[config.mk]
export PLATFORM = sky130hd
export DESIGN_NAME = dmlc_tag_ram
export DESIGN_NICKNAME = d
export VERILOG_FILES = /design/src/rtl/dmlc_pkg.sv /design/src/rtl/dmlc_tag_ram.sv
export SDC_FILE = /design/constraint.sdc
export NUM_CORES = 2
export LEC_CHECK = 0
export CORE_UTILIZATION = 63
export DETAILED_ROUTE_END_ITERATION = 16
export DONT_BUFFER_PORTS = 1
export PLACE_DENSITY = 0.76
export SYNTH_ARGS = -nofsm -noshare
export SYNTH_HDL_FRONTEND = slang
export SYNTH_SLANG_ARGS = --single-unit
[constraint.sdc]
create_clock -name clock -period 4.73 [get_ports clock]
set_input_delay 0.2365 -clock clock [delete_from_list [all_inputs] [get_ports clock]]
set_output_delay 0.2365 -clock clock [all_outputs]
set_load 0.03 [all_outputs]
[src/rtl/dmlc_pkg.sv]
`timescale 1ns / 1ps
`default_nettype none

package dmlc_pkg;

   // Cache geometry. Both counts are powers of two.
   localparam int LINE_BYTES = 16;
   localparam int NUM_LINES  = 64;

   localparam int OFF_W  = $clog2(LINE_BYTES);
   localparam int SLOT_W = (NUM_LINES > 1) ? $clog2(NUM_LINES) : 1;

   // Item field widths.
   localparam int ADDR_W  = 32;
   localparam int SIZE_W  = 3;
   localparam int WORD_W  = 32;
   localparam int TAG_W   = 28;
   localparam int FILL_W  = 64;
   localparam int MODE_W  = 2;
   localparam int REQ_DATA_W = 160;
   localparam int RSP_DATA_W = 32;

   // Largest access in bytes.
   localparam int MAX_ACCESS = 4;

   typedef enum logic [MODE_W-1:0] {
      MODE_READ  = 2'd0,
      MODE_WRITE = 2'd1,
      MODE_FILL  = 2'd2
   } mode_type;

   typedef enum logic {
      ST_IDLE,
      ST_LOOKUP
   } state_type;

   // One cache line, byte k of the line at index k.
   typedef logic [LINE_BYTES-1:0][7:0] line_type;

   // Write request to the line data memory, with byte enables.
   typedef struct packed {
      logic                  en;
      logic [SLOT_W-1:0]     slot;
      logic [LINE_BYTES-1:0] be;
      line_type              line;
   } data_wr_type;

   // Fill update to the tag memory and valid bits.
   typedef struct packed {
      logic              en;
      logic [SLOT_W-1:0] slot;
      logic              last;
      logic [TAG_W-1:0]  tag;
   } tag_wr_type;

   // A captured input item.
   typedef struct packed {
      logic [MODE_W-1:0] mode;
      logic [ADDR_W-1:0] address;
      logic [SIZE_W-1:0] access_size;
      logic [WORD_W-1:0] write_data;
      logic [TAG_W-1:0]  line_number;
      logic              chunk_index;
      logic [FILL_W-1:0] fill_data;
      logic              fill_last;
   } req_type;

   // Slot of a byte address.
   function automatic logic [SLOT_W-1:0] slot_of_addr(input logic [ADDR_W-1:0] addr);
      logic [ADDR_W-1:0] num;
      num = addr >> OFF_W;
      return SLOT_W'(num % NUM_LINES);
   endfunction

   // Slot of a line number.
   function automatic logic [SLOT_W-1:0] slot_of_line(input logic [TAG_W-1:0] num);
      return SLOT_W'(num % NUM_LINES);
   endfunction

endpackage

`default_nettype wire

[src/rtl/dmlc_tag_ram.sv]
`timescale 1ns / 1ps
`default_nettype none

module dmlc_tag_ram
   import dmlc_pkg::*;
(
   input  wire logic              clock,
   input  wire logic              reset,
   input  wire logic              rd_en,
   input  wire logic [SLOT_W-1:0] rd_slot,
   output logic [TAG_W-1:0]       rd_tag,
   output logic                   rd_valid,
   input  wire tag_wr_type        wr
);

   logic [TAG_W-1:0]     tag_mem [NUM_LINES];
   logic [NUM_LINES-1:0] valid_ff;
   logic [NUM_LINES-1:0] valid_in;
   logic [TAG_W-1:0]     rd_tag_ff;
   logic                 rd_valid_ff;

   // A last chunk validates the slot; any other chunk invalidates it.
   always_comb begin
      valid_in = valid_ff;
      if (wr.en) begin
         valid_in[wr.slot] = wr.last;
      end
   end

   always_ff @(posedge clock) begin
      if (reset) begin
         valid_ff <= '0;
      end else begin
         valid_ff <= valid_in;
      end
   end

   // The tag is stored only with the last chunk.
   always_ff @(posedge clock) begin
      if (wr.en && wr.last) begin
         tag_mem[wr.slot] <= wr.tag;
      end
   end

   // Registered read of tag and valid bit together.
   always_ff @(posedge clock) begin
      if (rd_en) begin
         rd_tag_ff   <= tag_mem[rd_slot];
         rd_valid_ff <= valid_ff[rd_slot];
      end
   end

   assign rd_tag   = rd_tag_ff;
   assign rd_valid = rd_valid_ff;

endmodule

`default_nettype wire

==> results.py <==
metrics = {
    "outcome": {
        "status": "complete, but fails checks",
        "violations": "slew limit",
    },
    "worst_hold_path": {
        "hold_depth": 2,
        "min_path_type": "in2reg",
    },
    "clock_network": {
        "cts.sinks": 1885,
        "clockBufferDepth": 3,
        "cts-buffers-inserted": 179,
        "cts_setup_buffers": 0,
        "ctsResizeCount": 0,
        "clk_latency_ns": 0.79,
        "cts_tree": "built",
        "clockRootBuffer": "clkbuf_16",
        "hold_buffers": 86,
        "cts-htree-levels": 4,
        "cts.reportedPaths.clkPinSlew_ns": 0.06,
    },
    "routing": {
        "wl_met1_mm": 68.0,
        "drt-wirelength-per-cell_um": 36.4,
        "vias": 37600,
        "avgViaCountPerCell": 7.14,
        "wl_met2_mm": 87.3,
        "drtPass1Iterations": 8,
        "highest_layer": "met5",
        "final_antenna_net_count": 0,
        "routed_wl_mm": 192,
        "wl_met3_mm": 28.2,
        "drc": 0,
        "drt_first_iter_violations": 6114,
    },
    "global_routing": {
        "grt_pass1_wl_mm": 271,
        "grt-ovfl-total": 0,
        "track_usage_pct": 33.5,
        "grt_pass1_vias": 37600,
        "antenna_found_initial": 11,
        "grt_start_max_net_pins": 539,
    },
    "synthesis": {
        "netlist_area_um2": 72600,
        "ys_seq_area_share_pct": 77.1,
        "synthFlopType": "edfxtp_1",
        "synth_cell_types": 47,
        "ys_ff_latch": 1885,
        "synth_top_area_cell": "edfxtp_1",
        "synth_area_leaders": "edfxtp_1 (75%), mux4_2 (12%), mux2_2 (2.0%)",
        "yosysWarnings": 0,
        "avgSynthCellArea_um2": 20.9,
        "synthCells": 3467,
        "synth-edff-count": 1821,
        "synth_top_area_share_pct": 75.3,
        "ys_async_sr_fraction_pct": 0,
        "syn_nets": 3512,
    },
    "setup_path": {
        "crit_required_ns": 5.21,
        "reg2reg_depth": 5,
        "cp-end-kind": "flop",
        "worstPathMaxFanout": 18,
        "cp.arrival_ns": 3.56,
        "worstSetupStartpointType": "input pin",
        "critPathKind": "in2reg",
    },
    "timing": {
        "slew_headroom_pct": -16.6,
        "final_max_slew_viol_count": 114,
        "grt_setup_unrepaired": "no",
        "holdWs_ns": 0.0336,
        "worst-slew-pin-transition_ns": 1.75,
        "min_period_over_period_pct": 65.2,
        "final-hold-violation-count": 0,
        "min_period_ns": 3.08,
        "fin_skew_ns": 0.0312,
        "clock.fmax_mhz": 324,
        "setup_violations": 0,
        "worst_slack_ns": 1.65,
        "timing.setup.tns_ns": 0,
    },
    "place": {
        "place_inst": 4855,
        "post-dp-hpwl_mm": 101,
        "pre_cts_slack_ns": 1.88,
        "port_buffers": 0,
        "gp_congestion": 0.884,
    },
    "floorplan": {
        "ioPinCount": 74,
        "fp.dieW_um": 342,
        "design.die.area_um2": 117000,
        "start_util_pct": 63.5,
        "core_area_um2": 114000,
        "die_h_um": 342,
        "rows": 124,
    },
    "power": {
        "peakVddDrop_v": 0.000357,
        "p_leak_nw": 26.1,
        "p_total_mw": 34.2,
        "p_per_area_nw_per_um2": 421,
    },
    "finish": {
        "drive_above_1_share_pct": 23.6,
        "nets": 3655,
        "area_growth_syn_to_layout_pct": 11.7,
        "finalNonFillerCells": 5274,
    },
    "run": {
        "cap_violations": 0,
    },
}
## cells in the final DEF (no fill, tap or decap), drive strengths merged, types with 3 or more instances in the layout
master,count
edfxtp,1821
mux4,374
clkbuf,208
mux2i,130
mux2,126
buf,106
o22ai,105
o21ai,99
a21oi,82
clkinv,82
inv,77
nand2,75
dfxtp,64
dlygate4sd3,55
nor2,46
a22oi,40
nor3,34
nor2b,22
a21o,20
o22a,18
o211ai,18
a22o,18
a211oi,18
o311ai,18
bufinv,16
clkinvlp,10
nand3b,9
nand3,9
o221ai,9
nor4,9
a31o,9
or3,6
and2,5
nand2b,4
or3b,4
or2,4
nand4,3
## metal layers
metal / vias to the layer above / global-route usage [%]
met5: - / 0
met4: 2 / 13.9
met3: 487 / 10.8
met2: 2951 / 49.6
met1: 19500 / 46.6
li1: 14700 / -
## final cells by class
class | instances | area, µm²
inverter | 62 | 233
fill | 6510 | 33300
clock inverter | 123 | 1090
sequential | 1885 | 56000
timing repair buffer | 161 | 1960
tap | 1512 | 1890
antenna | 2 | 5.00
clock buffer | 208 | 4670
multi-input combinational | 1321 | 15300
## synth_stat cells (all sizes together), types with 20 or more instances
cell type,n
o22ai,105
a22oi,40
edfxtp,1821
dfxtp,64
nor2,46
o21ai,99
clkbuf,64
inv,62
nor2b,22
buf,135
mux4,374
nand2,75
nor3,34
a21o,20
mux2,126
a21oi,82
mux2i,130
## through the flow
stage / util [%] / cell area [µm²]
2_1_floorplan: - / 72600
3_3_place_gp: 64.6 / 73900
3_5_place_dp: 64.6 / 73900
4_1_cts: 70.9 / 81100
5_1_grt: 70.9 / 81100
6_report: 70.9 / 81100
## kinds of logic (layout without fill, tap and decap cells)
group	after synthesis	after routing	synth area share, %
AO/OA/AOI/OAI	456	456	4.04
flip-flops	1885	1885	77.1
AND/OR/NAND/NOR	235	235	1.59
multiplexers	630	630	15.4
other	0	2	0
buffers and inverters	261	554	1.95
## registers in the layout (all words and copies together), names as in the netlist
| signal | count |
|---|---|
| rd_tag | 28 |
| rd_valid | 1 |
| tag_mem | 1792 |
| valid_ff | 64 |
## final timing paths
check	startpoint	endpoint	slack, ns
setup / recovery	wr[30]	tag_mem[35][18]	1.65
hold / removal	rd_slot[4]	rd_tag[18]	0.03
setup reg to reg	tag_mem[34][16]	rd_tag[16]	2.18
hold reg to reg	valid_ff[6]	valid_ff[6]	0.48
## where the power goes
part           switching, mW  leakage [nW]  total (mW)  internal [mW]
Combinational          0.833          6.35        1.44          0.606
Clock                   6.20          2.82        14.2           7.98
Sequential             0.139          16.9        18.5           18.4
## critical path: stages
cell and delay [ns]:
dlygate4sd3_1 0.69, nand3b_1 0.15, dlygate4sd3_1 0.63, nor2_1 0.64, nand2_1 0.18, inv_1 0.65, buf_4 0.37
(Power assumes the default switching activity.)
